===== src/rtl/btc_pkg.sv =====
// Package for the block transposition cipher: widths, register codes,
// configuration and block queue types, key nibble and length helpers.
// No dependencies.
`timescale 1ns / 1ps

package btc_pkg;

	localparam int BLOCK_MAX = 16;
	localparam int IDX_W     = $clog2(BLOCK_MAX);
	localparam int LEN_W     = 5;
	localparam int KEY_W     = 64;
	localparam int DATA_W    = 64;
	localparam int ADDR_W    = 5;
	localparam int QDEPTH    = 2;
	localparam int QPTR_W    = $clog2(QDEPTH);
	localparam int QCNT_W    = $clog2(QDEPTH + 1);

	localparam logic [7:0]       PAD_BYTE  = 8'h60;
	localparam logic [LEN_W-1:0] LEN_RST   = LEN_W'(BLOCK_MAX);
	localparam logic [KEY_W-1:0] KEY_RST   = 64'hFEDCBA9876543210;

	typedef enum logic [1:0] {
		REG_LEN  = 2'd0,
		REG_KEY  = 2'd1,
		REG_MODE = 2'd2
	} reg_idx_t;

	typedef struct packed {
		logic [LEN_W-1:0] blk_len;
		logic [KEY_W-1:0] key;
		logic             dec;
	} cfg_t;

	// one closed block; len 0 marks an end marker with no bytes
	typedef struct packed {
		logic [BLOCK_MAX-1:0][7:0] data;
		logic [LEN_W-1:0]          len;
		logic                      dec;
		logic                      eom;
		logic                      err;
	} blk_t;

	function automatic logic [IDX_W-1:0] key_nib(input logic [KEY_W-1:0] key,
		input logic [IDX_W-1:0] pos);
		return key[4*pos +: 4];
	endfunction

	function automatic logic [LEN_W-1:0] eff_len(input logic [LEN_W-1:0] len);
		logic [LEN_W-1:0] r;
		r = len;
		if (len == '0) r = LEN_W'(1);
		if (len > LEN_W'(BLOCK_MAX)) r = LEN_W'(BLOCK_MAX);
		return r;
	endfunction

endpackage


===== src/rtl/btc_in_if.sv =====
// Message byte channel: valid/ready with the input payload.
// Depends on nothing.
`timescale 1ns / 1ps

interface btc_in_if;
	logic       valid;
	logic       ready;
	logic [7:0] in_byte;
	logic       end_of_message;

	modport source (output valid, output in_byte, output end_of_message, input ready);
	modport sink   (input valid, input in_byte, input end_of_message, output ready);
endinterface


===== src/rtl/btc_out_if.sv =====
// Result channel: valid/ready with the output payload.
// Depends on nothing.
`timescale 1ns / 1ps

interface btc_out_if;
	logic       valid;
	logic       ready;
	logic [7:0] out_byte;
	logic       data_present;
	logic       last_of_message;
	logic       length_error;

	modport source (output valid, output out_byte, output data_present,
		output last_of_message, output length_error, input ready);
	modport sink   (input valid, input out_byte, input data_present,
		input last_of_message, input length_error, output ready);
endinterface


===== src/rtl/btc_regs.sv =====
// APB-style configuration registers: block length, key, mode.
// Depends on btc_pkg.
`timescale 1ns / 1ps

module btc_regs (
	input  logic                          clk,
	input  logic                          arst_n,
	input  logic                          psel,
	input  logic                          penable,
	input  logic                          pwrite,
	input  logic [btc_pkg::ADDR_W-1:0]    paddr,
	input  logic [btc_pkg::DATA_W-1:0]    pwdata,
	output logic [btc_pkg::DATA_W-1:0]    prdata,
	output logic                          pready,
	output btc_pkg::cfg_t                 cfg
);
	import btc_pkg::*;

	cfg_t     cfg_q;
	reg_idx_t idx;
	logic     wr;

	assign idx    = reg_idx_t'(paddr[ADDR_W-1:3]);
	assign pready = 1'b1;
	assign wr     = psel && penable && pwrite && pready;
	assign cfg    = cfg_q;

	always_ff @(posedge clk or negedge arst_n) begin
		if (!arst_n) begin
			cfg_q.blk_len <= LEN_RST;
			cfg_q.key     <= KEY_RST;
			cfg_q.dec     <= 1'b0;
		end else if (wr) begin
			unique case (idx)
				REG_LEN:  cfg_q.blk_len <= pwdata[LEN_W-1:0];
				REG_KEY:  cfg_q.key     <= pwdata[KEY_W-1:0];
				REG_MODE: cfg_q.dec     <= pwdata[0];
				default: ;
			endcase
		end
	end

	always_comb begin
		unique case (idx)
			REG_LEN:  prdata = DATA_W'(cfg_q.blk_len);
			REG_KEY:  prdata = DATA_W'(cfg_q.key);
			REG_MODE: prdata = DATA_W'(cfg_q.dec);
			default:  prdata = '0;
		endcase
	end
endmodule


===== src/rtl/btc_front.sv =====
// Front end: takes message bytes, builds the block buffer (scatter and
// padding for encrypt, plain fill for decrypt) and pushes closed blocks.
// Depends on btc_pkg and btc_in_if.
`timescale 1ns / 1ps

module btc_front (
	input  logic          clk,
	input  logic          arst_n,
	btc_in_if.sink        msg,
	input  btc_pkg::cfg_t cfg,
	input  logic          q_full,
	output logic          push,
	output btc_pkg::blk_t push_blk
);
	import btc_pkg::*;

	logic [BLOCK_MAX-1:0][7:0] buf_q;
	logic [BLOCK_MAX-1:0][7:0] new_buf;
	logic [LEN_W-1:0]          fill_q;
	logic [LEN_W-1:0]          len;
	logic [LEN_W-1:0]          filled;
	logic [IDX_W-1:0]          pos;
	logic [IDX_W-1:0]          kpos;
	logic                      full;
	logic                      eom;
	logic                      closing;
	logic                      acc;
	logic [BLOCK_MAX-1:0]      pad_hit;

	assign msg.ready = !q_full;
	assign acc       = msg.valid && msg.ready;

	always_comb begin
		len     = eff_len(cfg.blk_len);
		pos     = fill_q[IDX_W-1:0];
		filled  = fill_q + LEN_W'(1);
		full    = filled >= len;
		eom     = msg.end_of_message;
		closing = full || eom;
		kpos    = key_nib(cfg.key, pos);
		for (int j = 0; j < BLOCK_MAX; j++) begin
			pad_hit[j] = 1'b0;
			for (int k = 0; k < BLOCK_MAX; k++) begin
				if (eom && LEN_W'(k) >= filled && LEN_W'(k) < len &&
					key_nib(cfg.key, IDX_W'(k)) == IDX_W'(j))
					pad_hit[j] = 1'b1;
			end
		end
		for (int j = 0; j < BLOCK_MAX; j++) begin
			if (cfg.dec)
				new_buf[j] = (pos == IDX_W'(j)) ? msg.in_byte : buf_q[j];
			else if (pad_hit[j])
				new_buf[j] = PAD_BYTE;
			else
				new_buf[j] = (kpos == IDX_W'(j)) ? msg.in_byte : buf_q[j];
		end
		push          = acc && closing;
		push_blk.data = new_buf;
		push_blk.len  = (cfg.dec && !full) ? '0 : len;
		push_blk.dec  = cfg.dec;
		push_blk.eom  = eom;
		push_blk.err  = cfg.dec && !full;
	end

	always_ff @(posedge clk or negedge arst_n) begin
		if (!arst_n) begin
			fill_q <= '0;
		end else if (acc) begin
			fill_q <= closing ? '0 : filled;
		end
	end

	always_ff @(posedge clk) begin
		if (acc) buf_q <= new_buf;
	end
endmodule


===== src/rtl/btc_queue.sv =====
// Two-entry queue of closed blocks between front and back end.
// Depends on btc_pkg.
`timescale 1ns / 1ps

module btc_queue (
	input  logic                       clk,
	input  logic                       arst_n,
	input  logic                       push,
	input  btc_pkg::blk_t              push_blk,
	input  logic                       pop,
	output btc_pkg::blk_t              head,
	output logic                       full,
	output logic                       have,
	output logic [btc_pkg::QCNT_W-1:0] count
);
	import btc_pkg::*;

	blk_t              ent_q [QDEPTH];
	logic [QPTR_W-1:0] wr_ptr_q;
	logic [QPTR_W-1:0] rd_ptr_q;
	logic [QCNT_W-1:0] cnt_q;

	assign head  = ent_q[rd_ptr_q];
	assign full  = cnt_q == QCNT_W'(QDEPTH);
	assign have  = cnt_q != '0;
	assign count = cnt_q;

	always_ff @(posedge clk or negedge arst_n) begin
		if (!arst_n) begin
			wr_ptr_q <= '0;
			rd_ptr_q <= '0;
			cnt_q    <= '0;
		end else begin
			if (push) wr_ptr_q <= wr_ptr_q + QPTR_W'(1);
			if (pop)  rd_ptr_q <= rd_ptr_q + QPTR_W'(1);
			if (push && !pop)      cnt_q <= cnt_q + QCNT_W'(1);
			else if (pop && !push) cnt_q <= cnt_q - QCNT_W'(1);
		end
	end

	always_ff @(posedge clk) begin
		if (push) ent_q[wr_ptr_q] <= push_blk;
	end
endmodule


===== src/rtl/btc_back.sv =====
// Back end: walks the head block one position a cycle when the output is
// free (gather for decrypt), trims at the pad in a final decrypt block,
// drives the output register. Depends on btc_pkg and btc_out_if.
`timescale 1ns / 1ps

module btc_back (
	input  logic          clk,
	input  logic          arst_n,
	btc_out_if.source     res,
	input  btc_pkg::cfg_t cfg,
	input  btc_pkg::blk_t head,
	input  logic          have,
	output logic          pop
);
	import btc_pkg::*;

	logic [LEN_W-1:0] idx_q;
	logic             hold_v_q;
	logic [7:0]       hold_q;
	logic             ov_q;
	logic [7:0]       obyte_q;
	logic             opres_q;
	logic             olast_q;
	logic             oerr_q;

	logic [IDX_W-1:0] sel;
	logic [7:0]       b;
	logic             reading;
	logic             out_free;
	logic             step;
	logic             emit;
	logic [7:0]       e_byte;
	logic             e_pres;
	logic             e_last;
	logic             e_err;

	assign out_free = !ov_q || res.ready;

	always_comb begin
		sel     = head.dec ? key_nib(cfg.key, idx_q[IDX_W-1:0]) : idx_q[IDX_W-1:0];
		b       = head.data[sel];
		reading = have && idx_q < head.len && !(head.dec && head.eom && b == PAD_BYTE);
		step    = have && out_free;
		emit    = 1'b0;
		e_byte  = 8'd0;
		e_pres  = 1'b0;
		e_last  = 1'b0;
		e_err   = 1'b0;
		if (step) begin
			if (hold_v_q) begin
				emit   = 1'b1;
				e_byte = hold_q;
				e_pres = 1'b1;
				e_last = head.eom && !reading;
			end else if (!reading && head.eom) begin
				emit   = 1'b1;
				e_last = 1'b1;
				e_err  = head.err;
			end
		end
		pop = step && !reading;
	end

	always_ff @(posedge clk or negedge arst_n) begin
		if (!arst_n) begin
			idx_q    <= '0;
			hold_v_q <= 1'b0;
			ov_q     <= 1'b0;
		end else begin
			if (step) begin
				hold_v_q <= reading;
				idx_q    <= reading ? idx_q + LEN_W'(1) : '0;
			end
			if (out_free) ov_q <= emit;
		end
	end

	always_ff @(posedge clk) begin
		if (step && reading) hold_q <= b;
		if (out_free && emit) begin
			obyte_q <= e_byte;
			opres_q <= e_pres;
			olast_q <= e_last;
			oerr_q  <= e_err;
		end
	end

	assign res.valid           = ov_q;
	assign res.out_byte        = obyte_q;
	assign res.data_present    = opres_q;
	assign res.last_of_message = olast_q;
	assign res.length_error    = oerr_q;
endmodule


===== src/rtl/block_transposition_cipher_top.sv =====
// Top level of the block transposition cipher: registers, front end,
// block queue, back end. Depends on btc_pkg, btc_in_if, btc_out_if and all btc modules.
//
//   channel  kind       payload
//   msg      sink       in_byte[7:0], end_of_message
//   res      source     out_byte[7:0], data_present, last_of_message, length_error
//   apb      slave      paddr[4:0], pwdata/prdata[63:0], registers at 8*i
//
// One byte is accepted per cycle while the two-block queue has room.
// The back end walks one block position per cycle while the output is free;
// the first result of a block passes the queue entry, the hold register and
// the output register, a lone end marker only the queue entry and the output
// register. Reset clears fill count, queue and output valid; the buffers need
// no clearing. A stalled output fills the queue, then drops msg.ready.
`timescale 1ns / 1ps

module block_transposition_cipher_top (
	input  logic                       clk,
	input  logic                       arst_n,
	input  logic                       psel,
	input  logic                       penable,
	input  logic                       pwrite,
	input  logic [btc_pkg::ADDR_W-1:0] paddr,
	input  logic [btc_pkg::DATA_W-1:0] pwdata,
	output logic [btc_pkg::DATA_W-1:0] prdata,
	output logic                       pready,
	btc_in_if.sink                     msg,
	btc_out_if.source                  res
);
	import btc_pkg::*;

	cfg_t              cfg;
	blk_t              push_blk;
	blk_t              head;
	logic              push;
	logic              pop;
	logic              q_full;
	logic              have;
	logic [QCNT_W-1:0] q_count;

	btc_regs u_regs (
		.clk     (clk),
		.arst_n  (arst_n),
		.psel    (psel),
		.penable (penable),
		.pwrite  (pwrite),
		.paddr   (paddr),
		.pwdata  (pwdata),
		.prdata  (prdata),
		.pready  (pready),
		.cfg     (cfg)
	);

	btc_front u_front (
		.clk      (clk),
		.arst_n   (arst_n),
		.msg      (msg),
		.cfg      (cfg),
		.q_full   (q_full),
		.push     (push),
		.push_blk (push_blk)
	);

	btc_queue u_queue (
		.clk      (clk),
		.arst_n   (arst_n),
		.push     (push),
		.push_blk (push_blk),
		.pop      (pop),
		.head     (head),
		.full     (q_full),
		.have     (have),
		.count    (q_count)
	);

	btc_back u_back (
		.clk    (clk),
		.arst_n (arst_n),
		.res    (res),
		.cfg    (cfg),
		.head   (head),
		.have   (have),
		.pop    (pop)
	);

	a_no_overflow: assert property (@(posedge clk) disable iff (!arst_n)
		push |-> (q_count < QCNT_W'(QDEPTH) || pop))
		else $error("block pushed into a full queue");

	a_no_underflow: assert property (@(posedge clk) disable iff (!arst_n)
		pop |-> q_count != '0)
		else $error("block popped from an empty queue");

	a_count_track: assert property (@(posedge clk) disable iff (!arst_n)
		(push && !pop) |=> q_count == $past(q_count) + QCNT_W'(1))
		else $error("queue count lost a push");
endmodule


===== src/flat_wrapper.sv =====
// flat-port wrapper written by rule: the top's interface ports become plain ports
module block_transposition_cipher_top_flat import btc_pkg::*;
  (clk, arst_n, psel, penable, pwrite, paddr, pwdata, prdata, pready, msg_valid, msg_in_byte, msg_end_of_message, msg_ready, res_valid, res_out_byte, res_data_present, res_last_of_message, res_length_error, res_ready);
  btc_in_if msg_i ();
  btc_out_if res_i ();
  input  logic clk;
  input  logic arst_n;
  input  logic psel;
  input  logic penable;
  input  logic pwrite;
  input  logic [btc_pkg::ADDR_W-1:0] paddr;
  input  logic [btc_pkg::DATA_W-1:0] pwdata;
  output logic [btc_pkg::DATA_W-1:0] prdata;
  output logic pready;
  input wire logic [$bits(msg_i.valid)-1:0] msg_valid;
  input wire logic [$bits(msg_i.in_byte)-1:0] msg_in_byte;
  input wire logic [$bits(msg_i.end_of_message)-1:0] msg_end_of_message;
  output wire logic [$bits(msg_i.ready)-1:0] msg_ready;
  output wire logic [$bits(res_i.valid)-1:0] res_valid;
  output wire logic [$bits(res_i.out_byte)-1:0] res_out_byte;
  output wire logic [$bits(res_i.data_present)-1:0] res_data_present;
  output wire logic [$bits(res_i.last_of_message)-1:0] res_last_of_message;
  output wire logic [$bits(res_i.length_error)-1:0] res_length_error;
  input wire logic [$bits(res_i.ready)-1:0] res_ready;
  assign msg_i.valid = msg_valid;
  assign msg_i.in_byte = msg_in_byte;
  assign msg_i.end_of_message = msg_end_of_message;
  assign msg_ready = msg_i.ready;
  assign res_valid = res_i.valid;
  assign res_out_byte = res_i.out_byte;
  assign res_data_present = res_i.data_present;
  assign res_last_of_message = res_i.last_of_message;
  assign res_length_error = res_i.length_error;
  assign res_i.ready = res_ready;
  block_transposition_cipher_top u_core (.clk(clk), .arst_n(arst_n), .psel(psel), .penable(penable), .pwrite(pwrite), .paddr(paddr), .pwdata(pwdata), .prdata(prdata), .pready(pready), .msg(msg_i), .res(res_i));
endmodule

===== config.mk =====
export PLATFORM = sky130hd
export DESIGN_NAME = block_transposition_cipher_top_flat
export DESIGN_NICKNAME = d
export VERILOG_FILES = /design/src/rtl/btc_pkg.sv /design/src/rtl/btc_in_if.sv /design/src/rtl/btc_out_if.sv /design/src/rtl/btc_regs.sv /design/src/rtl/btc_front.sv /design/src/rtl/btc_queue.sv /design/src/rtl/btc_back.sv /design/src/rtl/block_transposition_cipher_top.sv /design/src/flat_wrapper.sv
export SDC_FILE = /design/constraint.sdc
export NUM_CORES = 1
export LEC_CHECK = 0
export BUFFER_PORTS_ARGS = -buffer_cell sky130_fd_sc_hd__buf_2
export CELL_PAD_IN_SITES_DETAIL_PLACEMENT = 1
export CELL_PAD_IN_SITES_GLOBAL_PLACEMENT = 1
export CORE_ASPECT_RATIO = 1.2
export CORE_MARGIN = 2
export CORE_UTILIZATION = 45
export DETAILED_ROUTE_END_ITERATION = 8
export PLACE_DENSITY_LB_ADDON = 0.1
export SLEW_MARGIN = 20
export SYNTH_ARGS = -nofsm -noshare
export SYNTH_HDL_FRONTEND = slang
export SYNTH_SLANG_ARGS = --single-unit

===== constraint.sdc =====
create_clock -name clk -period 24.6 [get_ports clk]
set_input_delay 7.38 -clock clk [delete_from_list [all_inputs] [get_ports clk]]
set_output_delay 7.38 -clock clk [all_outputs]
set_load 0.005 [all_outputs]

* Yosys cells after proc, flatten, opt, wreduce, memory -nomap -nowiden
Memories as Yosys holds them, arrays and structs flattened. Cells that the tools add are included.
Cells by class: magnitude comparators 36, shift operators 2, bitwise logic cells 2, $add $sub $neg 6, reduce and logical (&&, ||, !) cells 340, equal/unequal tests 274, multiplexer cells 338
Operators by type and width (number):
- $eq 4x4->1 const B | 144
- $mux 8 | 65
- $logic_and 1x1->1 | 304
- $eq 4x3->1 const B | 72
- $mux 1 | 263
- $pmux 64 s3 | 1
- $eq 4x2->1 const B | 36
- $shiftx 64x7->4 | 2
- $eq 4x1->1 const B | 18
- $logic_not 4->1 | 18
- $ge 4x5->1 const A | 8
- $lt 4x5->1 const A | 8
- $bmux 8 s4 | 1
- $mux 5 | 5
- $ge 3x5->1 const A | 4
- $lt 3x5->1 const A | 4
- $add 5x1->5 const B | 2
- $ge 1x5->1 const A | 2
- $ge 2x5->1 const A | 2
- $lt 1x5->1 const A | 2
- $lt 2x5->1 const A | 2
- $eq 8x7->1 const B | 1
- $reduce_and 2->1 | 4
- $logic_not 1->1 | 7
- other kinds (17) | 23
Word-level totals: RAM bits 272, bits of input ports 85, register bits 233, memories kept 1, output and inout port bits 78, logic and storage cells 1030
Memories:
- u_core.u_queue.ent_q | depth 2, width 136, rd ports 1, clocked after memory_dff 0, write ports 1, RTL line btc_queue.sv:18 | blk_t ent_q [QDEPTH];

* Logic depth before layout (Yosys ltp)
word-level depth 24, mapped depth 19, gate-level depth less buffers 15

* Hierarchy
From an unflattened synthesis, not the netlist that was laid out.
Unflattened totals: cell total of the unflattened synthesis 2448, area total of the unflattened synthesis 29647.2 um^2
By module, submodules not included:
- btc_front | times used 1, seq. area each 3968.8 um^2, area an instance 12964.9 um^2, cells an instance 1444
- btc_queue | times used 1, seq. area each 8267.9 um^2, area an instance 10082.2 um^2, cells an instance 439
- btc_regs | times used 1, seq. area each 1793.0 um^2, area an instance 3484.6 um^2, cells an instance 232
- btc_back | times used 1, seq. area each 745.7 um^2, area an instance 3115.5 um^2, cells an instance 333

* Worst setup path after synthesis
OpenSTA, ideal clock, no wires.
path type input to output, start point input port paddr[3] (netlist bit), end point output port prdata[54] (netlist bit), buffers on the path 2, arrival time 8.364 ns, data required time 17.220 ns, stages 4, slack 8.856 ns, cells stage by stage clkbuf_1 nor2b_1 clkbuf_1 and2_1
On the way: word-level cells in the longest chain between the ends 2, elaborated cells on any way between the ends 4, classes of those cells eq/ne (2); mux (1); reduce/logical (1)
Ends and longest elaborated chain:
- start: declaration | RTL line flat_wrapper.sv:11 | input logic [btc_pkg::ADDR_W-1:0] paddr;
- $eq 2x2->1, or another cell as far along | RTL line btc_regs.sv:44 | unique case (idx)
- $pmux 64 s3 (*) | RTL line btc_regs.sv:44
- end: declaration | RTL line flat_wrapper.sv:13 | output logic [btc_pkg::DATA_W-1:0] prdata;
Every way passes the cells marked *; elsewhere a longest branch is shown, timed or not.

* Worst setup path after layout
start point input port paddr[3] (netlist bit), end point output port prdata[34] (netlist bit)
The elaborated chain is that of the path after synthesis.

==> metrics.txt <==
DRC viols 0; DR iter-0 viols about 1900; CTS Sinks just over 500; port buffer count around 160; post-synthesis simple-gate area fraction roughly an eighth; critical path endpoint category primary output; vias in the first global route ~22000; TritonCTS buffer count 52; PostCTS Resize Cnt 0; Die H approximately 280 µm; fraction of layout instances using a drive strength above 1 between 10% and 20%; Critical-path top delay cell nor2b_4; TritonCTS clock tree built; die area between 60000 and 70000 µm²; Worst Skew 0.0303 ns; CP startpoint kind input port; CTS hold repair buffers 0; Hold Worst Slack about 0.54 ns; Clk pwr share approximately a fifth; largest net degree at the start of global routing 137; Synth Area in Compound Gates between 10% and 20%; Die Width approximately 230 µm; Reg clk slew, reported paths 0.06 ns; Cell variety after synth 95; Avg Inst Size Synth approximately 12 µm²; mux contribution to synthesized area between 15 and 20%; initial antenna violation count 0; DRT antenna net count 0; Slew headroom between 10% and 20%; worst hold path class reg -> reg; Internal 2.39 mW; Crit path arrival time between 8 and 9 ns; crit path kind in -> out; Sw Ratio between 40 and 50%; drt total wl around 110 mm; Syn. warnings 0; RSZ-0062 raised after global routing false; first-pass GRT wire length between 150 and 200 mm; DPL Wire Length ~73 mm; Vias 21200; Final Hold Fails 0; Mapped Area roughly 28000 µm²; critical path cell sequence buf_2, nor2b_4, and2_1, buf_2; FMAX between 60 and 70 MHz; PwrDens 135 nW/µm²; root buf cell clkbuf_16; FP Rows approximately 100; sequential share of the synthesized area between 50% and 60%; Placer Congestion between 0.9 and 1; Net Switching ~1.7 mW; clock latency on the worst-skew pair around 0.63 ns; syn nets between 2000 and 2500; crit-path max FO 60; cell repeated most along the worst path buf_2; Initial Utilization approximately 45%; H-tree Lvls 2; largest family of logic cells by synthesized area multiplexers; Tightest Pin Transition roughly 1.3 ns; Tmin final approximately 16 ns; required time worst endpoint ~17 ns; Core Footprint around 61000 µm²; I/O Pins ~160; Async SR Flop Fraction 17.0%; grt ovf 0; Synth Area in XOR/XNOR less than 1%; DR vias/cell ~6.6; IR drop worst, VDD 83.0 µV; MaxCap Viol Count 0; EDFF count, synth 419; Primary FF master, synth edfxtp_1; max-slew violations 0; clock tree buffer depth 3; Final setup viols 0; Tcrit/Tclk final roughly 66%; nets approximately 2500; outcome complete, no violations; Comb power frac between 40% and 50%; TNS Setup 0 ns; Post-Synthesis Cells approximately 2300; layout overhead on the synthesized area 11.3%; Post-Synth Adder-Cell Area less than 1%; drt first pass iters 5; Critical Path Max Stage Delay between 0.8 and 0.9 ns; Reg power frac 38.1%; Leakage around 12 nW; GRT Total Usage 33.2%; #FFs+latches synth just over 500; postcts setup bufs 0; wire length per cell ~33 µm
[routing by layer]
layer	vias to the layer above	wire (µm)	track usage, %
li1	9109	-	-
met1	11000	41200	39.9
met2	825	53900	58.8
met3	245	5490	4.07
met4	0	6080	17.0
met5	-	0	0
[metrics by stage]
step                      worst slack (ns)  cell area, µm²  cells  utilization (%)  total power [mW]
after floorplan                       8.86           27600   2304                -              2.63
after global placement                8.55           29100   3131             47.9              3.26
after detailed placement              8.40           29100   3131             47.9              3.33
after CTS                             8.40           30700   3227             50.6              4.13
after global routing                  8.27           30700   3227             50.6              4.30
final                                 8.42           30700   3228             50.6              4.14
[cells in the mapped netlist (16+ instances only)]
cell type	n	area, µm²
a211oi_1	52	390
a21oi_1	64	320
a22o_1	18	158
a31oi_1	17	106
and2_1	73	457
and3_1	17	106
buf_2	20	100
clkbuf_1	138	518
dfrtp_1	53	1330
dfstp_2	33	867
edfxtp_1	419	12600
ha_1	17	213
inv_1	37	139
mux2_2	82	923
mux2i_1	288	2880
mux4_2	40	901
nand2_1	129	484
nand2b_1	37	231
nand3_1	65	325
nor2_1	93	349
nor2b_1	55	344
nor3_1	43	215
o211ai_1	16	120
o21ai_0	89	445
o22ai_1	122	763
o32ai_1	19	166
or3_1	16	100
[cell type report]
type                            count  area, µm²
Timing Repair Buffer              196       1090
Clock inverter                     25        239
Clock buffer                       71       1420
Sequential cell                   505      14800
Antenna cell                        1       2.50
Inverter                           40        156
Tap cell                          808       1010
Multi-Input combinational cell   1582      12000
Fill cell                        6300      30000
[path summary, 6_finish.rpt]
| path | from | end | slack, ns | cells past startpoint |
|---|---|---|---|---|
| worst max-delay path | paddr[3] | prdata[34] | 8.42 | 4 |
| worst min-delay path | u_core.u_back.idx_q[4] | u_core.u_back.idx_q[4] | 0.54 | 1 |
| worst max register to register | u_core.u_front.fill_q[1] | u_core.u_queue.ent_q[0][50] | 17.08 | 13 |
| worst min register to register | u_core.u_back.idx_q[4] | u_core.u_back.idx_q[4] | 0.54 | 1 |
| max in group asynchronous | arst_n | u_core.u_queue.rd_ptr_q | 16.69 | 2 |
| min in group asynchronous | arst_n | u_core.u_regs.cfg[49] | 6.69 | 1 |
[registers in the layout, indices dropped and copies added (netlist names), 2 cells and up]
register,flops
u_core.u_front.fill_q,5
u_core.u_front.buf_q,128
u_core.u_queue.count,2
u_core.u_queue.ent_q,272
u_core.u_back.idx_q,5
u_core.u_back.hold_q,8
u_core.u_regs.cfg,70
u_core.u_back.res.out_byte,8
[critical path: cells and delay by family]
kind	cells	cell delay (ns)
AND/OR/NAND/NOR	2	1.07
buffers and inverters	2	0.31
[cell usage in the layout (no fill, tap or decap), types with 52 or more instances in the layout]
| cell | instances |
|---|---|
| edfxtp_1 | 419 |
| mux2i_1 | 288 |
| buf_2 | 157 |
| nand2_1 | 128 |
| o22ai_1 | 122 |
| nor2_1 | 91 |
| o21ai_0 | 88 |
| mux2_2 | 82 |
| and2_1 | 72 |
| nand3_1 | 65 |
| a21oi_1 | 64 |
| nor2b_1 | 53 |
| clkbuf_16 | 53 |
| a211oi_1 | 52 |
[power groups by stage]
stage               clock network, mW  logic (mW)  registers (mW)
floorplan                           0        1.15            1.48
detailed placement                  0        1.75            1.59
finish                          0.783        1.78            1.58
global placement                    0        1.69            1.57
global route                    0.824        1.87            1.60
CTS                             0.794        1.76            1.57
[logic make-up after synthesis]
kind of cell               after synthesis
adders and majority gates               17
buffers and inverters                  217
and+or+nand+nor                        611
muxes                                  412
xor gates and xnor gates                 9
AOI/OAI and AO/OA                      532
DFF                                    505
other                                    1
Note: power is estimated with default switching activity, not from simulation.
